`src/hw/rtl/assert_macros.svh`:
```
// assertion macros shared by the rtl modules
`ifndef ASSERT_MACROS_SVH
`define ASSERT_MACROS_SVH

`ifndef SYNTHESIS
`define HQI_ASSERT(lbl, clk, rstn, prop) \
    lbl: assert property (@(posedge clk) disable iff (!rstn) prop) \
        else $error("hqi assertion failed");
`define HQI_ASSERT_NEXT(lbl, clk, rstn, ante, cons) \
    lbl: assert property (@(posedge clk) disable iff (!rstn) ante |=> cons) \
        else $error("hqi assertion failed");
`else
`define HQI_ASSERT(lbl, clk, rstn, prop)
`define HQI_ASSERT_NEXT(lbl, clk, rstn, ante, cons)
`endif

`endif

```
`src/hw/rtl/hqi_pkg.sv`:
```
// types, constants and command/status structs of the histogram quantile interpolator
`timescale 1ns / 1ps

package hqi_pkg;

    localparam int NBINS    = 256;
    localparam int IDX_W    = $clog2(NBINS);
    localparam int LDX_W    = IDX_W + 1;
    localparam int CNT_W    = 16;
    localparam int Q_W      = 16;
    localparam int MODE_W   = 2;
    localparam int OUT_W    = 24;
    localparam int CFG_IDX_W = 2;
    localparam int TOT_W    = IDX_W + CNT_W;
    localparam int ELEM_W   = CNT_W + 1 + Q_W;
    localparam int WHOLE_W  = ELEM_W - Q_W;
    localparam int POS_W    = IDX_W + Q_W + 1;
    localparam int WIDE_W   = TOT_W + Q_W;
    localparam int DCNT_W   = $clog2(WIDE_W + 1);

    localparam logic [OUT_W-1:0]  POS_MAX  = {OUT_W{1'b1}};
    localparam logic [Q_W-1:0]    HALF_Q   = Q_W'(32768);

    localparam logic [MODE_W-1:0] MODE_INT = 2'd0;
    localparam logic [MODE_W-1:0] MODE_SUB = 2'd2;

    typedef enum logic [CFG_IDX_W-1:0] {
        CFG_QUANTILE = 2'd0,
        CFG_MODE     = 2'd1
    } cfg_idx_t;

    typedef enum logic [2:0] {
        RES_UNDER       = 3'd0,
        RES_OVER        = 3'd1,
        RES_SAME        = 3'd2,
        RES_SAME_SUB    = 3'd3,
        RES_BETWEEN     = 3'd4,
        RES_BETWEEN_SUB = 3'd5
    } res_kind_t;

    typedef enum logic [1:0] {
        DIV_OVER = 2'd0,
        DIV_LO   = 2'd1,
        DIV_HI   = 2'd2
    } div_sel_t;

    typedef struct packed {
        logic [CNT_W-1:0] count;
        logic             is_tally;
    } in_t;

    typedef struct packed {
        logic [OUT_W-1:0] position;
        logic             empty_res;
    } out_t;

    typedef struct packed {
        logic      load;
        logic      tally_begin;
        logic      emit_empty;
        logic      walk_step;
        logic      next_step;
        logic      div_start;
        div_sel_t  div_sel;
        logic      lo_latch;
        logic      hi_latch;
        logic      finish;
        res_kind_t kind;
    } cmd_t;

    typedef struct packed {
        logic is_tally;
        logic tally_zero;
        logic walk_hit;
        logic same_bin;
        logic bin_nz;
        logic at_first;
        logic at_last;
        logic div_busy;
        logic sub_mode;
    } sts_t;

endpackage

```
`src/hw/rtl/hqi_ctrl.sv`:
```
// controller state machine sequencing load, bin walk, division and result
`timescale 1ns / 1ps
`include "assert_macros.svh"

module hqi_ctrl (
    input  logic          clk,
    input  logic          rst_n,
    input  logic          start,
    input  hqi_pkg::sts_t sts,
    output hqi_pkg::cmd_t cmd,
    output logic          busy
);

    import hqi_pkg::*;

    typedef enum logic [8:0] {
        S_IDLE     = 9'b000000001,
        S_WALK_A   = 9'b000000010,
        S_WALK_C   = 9'b000000100,
        S_NEXT_A   = 9'b000001000,
        S_NEXT_C   = 9'b000010000,
        S_DIV_SAME = 9'b000100000,
        S_DIV_LO   = 9'b001000000,
        S_DIV_HI   = 9'b010000000,
        S_FIN      = 9'b100000000
    } state_t;

    state_t state_reg;
    state_t state_next;

    assign busy = (state_reg != S_IDLE);

    // next state and commands
    always_comb
    begin
        state_next = state_reg;
        cmd        = '0;
        case (state_reg)
            S_IDLE:
            begin
                if (start)
                begin
                    if (!sts.is_tally)
                    begin
                        cmd.load = 1'b1;
                    end
                    else if (sts.tally_zero)
                    begin
                        cmd.emit_empty = 1'b1;
                    end
                    else
                    begin
                        cmd.tally_begin = 1'b1;
                        state_next      = S_WALK_A;
                    end
                end
            end
            S_WALK_A:
            begin
                state_next = S_WALK_C;
            end
            S_WALK_C:
            begin
                cmd.walk_step = 1'b1;
                if (!sts.walk_hit)
                begin
                    state_next = S_WALK_A;
                end
                else if (sts.at_first)
                begin
                    cmd.finish = 1'b1;
                    cmd.kind   = RES_UNDER;
                    state_next = S_IDLE;
                end
                else if (sts.at_last)
                begin
                    cmd.finish = 1'b1;
                    cmd.kind   = RES_OVER;
                    state_next = S_IDLE;
                end
                else if (sts.same_bin)
                begin
                    if (sts.sub_mode)
                    begin
                        cmd.div_start = 1'b1;
                        cmd.div_sel   = DIV_OVER;
                        state_next    = S_DIV_SAME;
                    end
                    else
                    begin
                        cmd.finish = 1'b1;
                        cmd.kind   = RES_SAME;
                        state_next = S_IDLE;
                    end
                end
                else
                begin
                    state_next = S_NEXT_A;
                end
            end
            S_NEXT_A:
            begin
                state_next = S_NEXT_C;
            end
            S_NEXT_C:
            begin
                cmd.next_step = 1'b1;
                if (sts.at_last)
                begin
                    cmd.finish = 1'b1;
                    cmd.kind   = RES_OVER;
                    state_next = S_IDLE;
                end
                else if (!sts.bin_nz)
                begin
                    state_next = S_NEXT_A;
                end
                else if (sts.sub_mode)
                begin
                    cmd.div_start = 1'b1;
                    cmd.div_sel   = DIV_LO;
                    state_next    = S_DIV_LO;
                end
                else
                begin
                    cmd.finish = 1'b1;
                    cmd.kind   = RES_BETWEEN;
                    state_next = S_IDLE;
                end
            end
            S_DIV_SAME:
            begin
                if (!sts.div_busy)
                begin
                    cmd.finish = 1'b1;
                    cmd.kind   = RES_SAME_SUB;
                    state_next = S_IDLE;
                end
            end
            S_DIV_LO:
            begin
                if (!sts.div_busy)
                begin
                    cmd.lo_latch  = 1'b1;
                    cmd.div_start = 1'b1;
                    cmd.div_sel   = DIV_HI;
                    state_next    = S_DIV_HI;
                end
            end
            S_DIV_HI:
            begin
                if (!sts.div_busy)
                begin
                    cmd.hi_latch = 1'b1;
                    state_next   = S_FIN;
                end
            end
            S_FIN:
            begin
                cmd.finish = 1'b1;
                cmd.kind   = RES_BETWEEN_SUB;
                state_next = S_IDLE;
            end
            default:
            begin
                state_next = S_IDLE;
            end
        endcase
    end

    // state register
    always_ff @(posedge clk or negedge rst_n)
    begin
        if (!rst_n)
        begin
            state_reg <= S_IDLE;
        end
        else
        begin
            state_reg <= state_next;
        end
    end

    `HQI_ASSERT_NEXT(a_finish_to_idle, clk, rst_n, cmd.finish, state_reg == S_IDLE)
    `HQI_ASSERT(a_finish_no_div, clk, rst_n, !(cmd.finish && cmd.div_start))
    `HQI_ASSERT(a_idle_div_quiet, clk, rst_n, (state_reg == S_IDLE) |-> !sts.div_busy)

endmodule

```
`config.mk`:
```
export PLATFORM = sky130hd
export DESIGN_NAME = hqi_ctrl
export DESIGN_NICKNAME = d
export VERILOG_FILES = /design/src/hw/rtl/hqi_pkg.sv /design/src/hw/rtl/hqi_ctrl.sv
export VERILOG_INCLUDE_DIRS = /design/src /design/src/hw/rtl
export SDC_FILE = /design/constraint.sdc
export NUM_CORES = 1
export LEC_CHECK = 0
export BUFFER_PORTS_ARGS = -buffer_cell sky130_fd_sc_hd__buf_2
export CAP_MARGIN = 20
export CORE_MARGIN = 1
export CORE_UTILIZATION = 45
export CTS_BUF_LIST = sky130_fd_sc_hd__clkbuf_4
export DETAILED_ROUTE_END_ITERATION = 12
export PLACE_DENSITY = 0.77
export SKIP_CTS_REPAIR_TIMING = 1
export SYNTH_ARGS = -nofsm -noshare
export SYNTH_HDL_FRONTEND = slang
export SYNTH_SLANG_ARGS = --single-unit
```
`constraint.sdc`:
```
create_clock -name clk -period 1.8 [get_ports clk]
set_input_delay 0.09 -clock clk [delete_from_list [all_inputs] [get_ports clk]]
set_output_delay 0.09 -clock clk [all_outputs]
set_load 0.05 [all_outputs]
```
==> results of run 1 <==
[kinds of logic after synthesis]
family / after synthesis / share of synthesized area (%)
muxes: 1 / 1.35
DFF: 9 / 30.5
buffers and inverters: 11 / 6.91
and+or+nand+nor: 47 / 40.0
AOI/OAI and AO/OA: 20 / 18.9
xor gates and xnor gates: 2 / 2.36
[through the flow]
| stage | setup TNS [ns] | setup slack [ns] | util [%] | std cells |
|---|---|---|---|---|
| 4_1_cts | -5.68 | -0.574 | 79.1 | 156 |
| 3_3_place_gp | -1.40 | -0.234 | 77.1 | 152 |
| 2_1_floorplan | -3.42 | -0.468 | - | 90 |
| 3_5_place_dp | -1.62 | -0.269 | 77.1 | 152 |
==> impl_metrics.tcl, run 1 <==
set metrics [dict create \
    status "aborted with a tool error" \
    lastStage "global routing (5_1_grt)" \
    error "[ERROR DPL-0038] Utilization greater than 100%, impossible to legalize" \
    pin_count 27 \
    rows 14 \
    ys_ff_latch 9 \
    ys_top_cells_by_area "dfrtp_1, nand2_1, nor2_1" \
    cts_root_buf "clkbuf_4" \
    yosysSeqAreaShare_pct 30.5 \
    grt_max_degree 10 \
    synth_most_common_cell "nand2_1" \
    worstEndpointType "top-level output" \
    netlist_instances 90 \
    h-tree-depth 1 \
    cts.sinks 9 \
    place.detailed.hpwl_mm 1.84 \
    synth_cell_types 41 \
    yosys.area.top_type "dfrtp_1" \
    synth_edf_count 0 \
    crit_endpoint "cmd[5]" \
    gp_congestion 0.787 \
    netlist_top_cells_count "nand2_1, nor2_1, dfrtp_1" \
    placed_area_um2 1170 \
    netlist_area_um2 742 \
    die_w_um 42.6 \
    numCtsBuffers 3 \
    clk_path_buf_depth 2 \
    start_util_pct 48.7 \
    ys_warn_count 0 \
    postSynthAreaPerCell_um2 8.24 \
    dieHeight_um 42.6 \
    ys.flop_type "dfrtp_1" \
    synth_nets 102 \
    portBuffers 26 \
    synth_top_area_share_pct 27.0 \
    synthArstFlopShare_pct 100 \
]
==> run 2: changes to the inputs <==
--- a/config.mk
+++ b/config.mk
@@ -8,11 +8,10 @@
 export LEC_CHECK = 0
 export BUFFER_PORTS_ARGS = -buffer_cell sky130_fd_sc_hd__buf_2
 export CAP_MARGIN = 20
-export CORE_MARGIN = 1
-export CORE_UTILIZATION = 45
-export CTS_BUF_LIST = sky130_fd_sc_hd__clkbuf_4
+export CORE_AREA = 2 2 63 65
 export DETAILED_ROUTE_END_ITERATION = 12
-export PLACE_DENSITY = 0.77
+export DIE_AREA = 0 0 65 67
+export PLACE_DENSITY_LB_ADDON = 0.15
 export SKIP_CTS_REPAIR_TIMING = 1
 export SYNTH_ARGS = -nofsm -noshare
 export SYNTH_HDL_FRONTEND = slang
==> constraint.sdc (replaced) <==
create_clock -name clk -period 2.3 [get_ports clk]
set_input_delay 0.115 -clock clk [delete_from_list [all_inputs] [get_ports clk]]
set_output_delay 0.115 -clock clk [all_outputs]
set_load 0.05 [all_outputs]
==> run 2 against run 1 <==
Effect of this change:
- the flow now finishes without violations
- synthesized area unchanged
- synthesized cell count unchanged
==> impl_metrics.tcl, run 2 <==
set metrics [dict create \
    status "finished, final reports clean" \
    antenna_found_initial 0 \
    postSynthAreaPerCell_um2 8.24 \
    netlist_top_cells_count "nand2_1, nor2_1, dfrtp_1" \
    path_max_fanout 5 \
    synth_top_area_share_pct 27.0 \
    slew_violations 0 \
    end_kind "output port" \
    hold_viol_final 0 \
    dieHeight_um 67 \
    crit_required_ns 2.18 \
    layout_min_cycle_time_ns 2.22 \
    hold_path_class "input port to flip-flop" \
    synth_nets 102 \
    grt_setup_unrepaired "true" \
    pre_cts_slack_ns 0.111 \
    largest_reg_flops 9 \
    cellPowerDensity_nw_per_um2 580 \
    routed_wirelength_mm 2.18 \
    syn_to_final_growth_pct 52.4 \
    max_stage_delay_ns 0.48 \
    drive_gt1_share_pct 46.0 \
    yosysSeqAreaShare_pct 30.5 \
    vias 774 \
    synth_most_common_cell "nand2_1" \
    post-route-cell-area_um2 1130 \
    netlist_area_um2 742 \
    dr.pass1.iters 4 \
    critPathArrivalTime_ns 2.11 \
    ys_top_cells_by_area "dfrtp_1, nand2_1, nor2_1" \
    h-tree-depth 1 \
    cts.sinks 9 \
    fillers 385 \
    portBuffers 26 \
    maxCapViolations 0 \
    grt_pass1_vias 786 \
    clk_pin_slew_ns 0.05 \
    ys_ff_latch 9 \
    die-area_um2 4360 \
    drt-initial-drc-count 8 \
    yosys.area.top_type "dfrtp_1" \
    final_common_cell "buf_2" \
    synth_cell_types 41 \
    synthArstFlopShare_pct 100 \
    numCtsBuffers 3 \
    tightestPinTransition_ns 0.362 \
    final_cell_mix "buf_2, nand2_1, nor2_1, dfrtp_1" \
    path_class "flip-flop to output port" \
    grt_max_degree 10 \
    slowest_stage "or4_4" \
    drc 0 \
    gp_congestion 0.747 \
    placed_area_um2 1010 \
    multi_input_area_um2 542 \
    netlist_instances 90 \
    start_util_pct 20.6 \
    clk_path_buf_depth 2 \
    wl_per_cell_um 12.7 \
    peakVddDrop_uv 183 \
    avgViaCountPerCell 4.50 \
    clock_latency_ns 0.23 \
    setup_viol 0 \
    hold_ws_ns 0.126 \
    period_share_pct 96.6 \
    rows 22 \
    cp-start-kind "flip-flop" \
    fmax_mhz 450 \
    worst_slack_ns 0.0779 \
    track_usage_pct 10.6 \
    ant_nets 0 \
    slew_headroom_pct 75.7 \
    ys_warn_count 0 \
    die_w_um 65 \
    synth_edf_count 0 \
    ys.flop_type "dfrtp_1" \
    cts_root_buf "clkbuf_8" \
    power_uw 656 \
    cts_tree "done" \
    regArea_um2 226 \
    setup_tns_ns 0 \
    grt_overflow_total 0 \
    core_area_um2 3610 \
    antenna_cells 0 \
    place.detailed.hpwl_mm 1.87 \
    cellLeakagePower_nw 0.547 \
    pin_count 27 \
    path_cells "or3_1 > or4_4 > nor3_4 > a31o_2 > clkbuf_4" \
    layout.nets 137 \
    grt_pass1_wl_mm 3.44 \
    skew_ns 0.000744 \
]
==> run 2: cell counts after synthesis <==
No cell type changed its count.
==> run 2: kinds of logic after synthesis <==
family | after synthesis | synth area share, %
AOI/OAI and AO/OA | 20 | 18.9
xor gates and xnor gates | 2 | 2.36
buffers and inverters | 11 | 6.91
DFF | 9 | 30.5
muxes | 1 | 1.35
and+or+nand+nor | 47 | 40.0
==> run 2: worst paths after layout <==
check                             start           end  slack (ns)  cells after the start
min in group asynchronous         rst_n  state_reg[1]        0.27                      2
hold / removal                   sts[6]  state_reg[1]        0.13                      2
max in group asynchronous         rst_n  state_reg[0]        1.78                      2
setup reg to reg           state_reg[4]  state_reg[0]        0.49                      5
setup / recovery           state_reg[8]        cmd[1]        0.08                      5
hold reg to reg            state_reg[1]  state_reg[2]        0.62                      1
==> run 2: layer usage <==
layer / global-route usage, % / vias up / part of all wire, %
met4: 3.19 / 0 / 0.96
met5: 0 / - / 0
li1: - / 393 / -
met1: 11.6 / 364 / 43
met3: 2.70 / 2 / 2.9
met2: 19.8 / 15 / 53
==> run 2: through the flow <==
| step | std cells | utilization (%) |
|---|---|---|
| after floorplan | 90 | - |
| after global placement | 167 | 28.1 |
| after detailed placement | 167 | 28.1 |
| after CTS | 171 | 29.4 |
| after global routing | 172 | 31.4 |
| final | 172 | 31.4 |
==> run 2: final cells by class <==
cell class | instances | share of cell area [%]
Multi-Input combinational cell | 70 | 47.9
Sequential cell | 9 | 20.0
Inverter | 7 | 2.32
Tap cell | 48 | 5.31
Clock buffer | 4 | 3.98
Timing Repair Buffer | 34 | 20.5
==> run 2: power breakdown <==
part           internal (mW)  switching (mW)
Sequential             0.175          0.0117
Clock                  0.121          0.0662
Combinational         0.0922           0.189
Total                  0.388           0.267
==> run 2: critical path: cells and delay by family, from the launching register on <==
family	cells	cell delay (ns)
DFF	1	0.41
buffers and inverters	1	0.22
and+or+nand+nor	3	1.10
AOI/OAI and AO/OA	1	0.14
(Power assumes the default switching activity.)
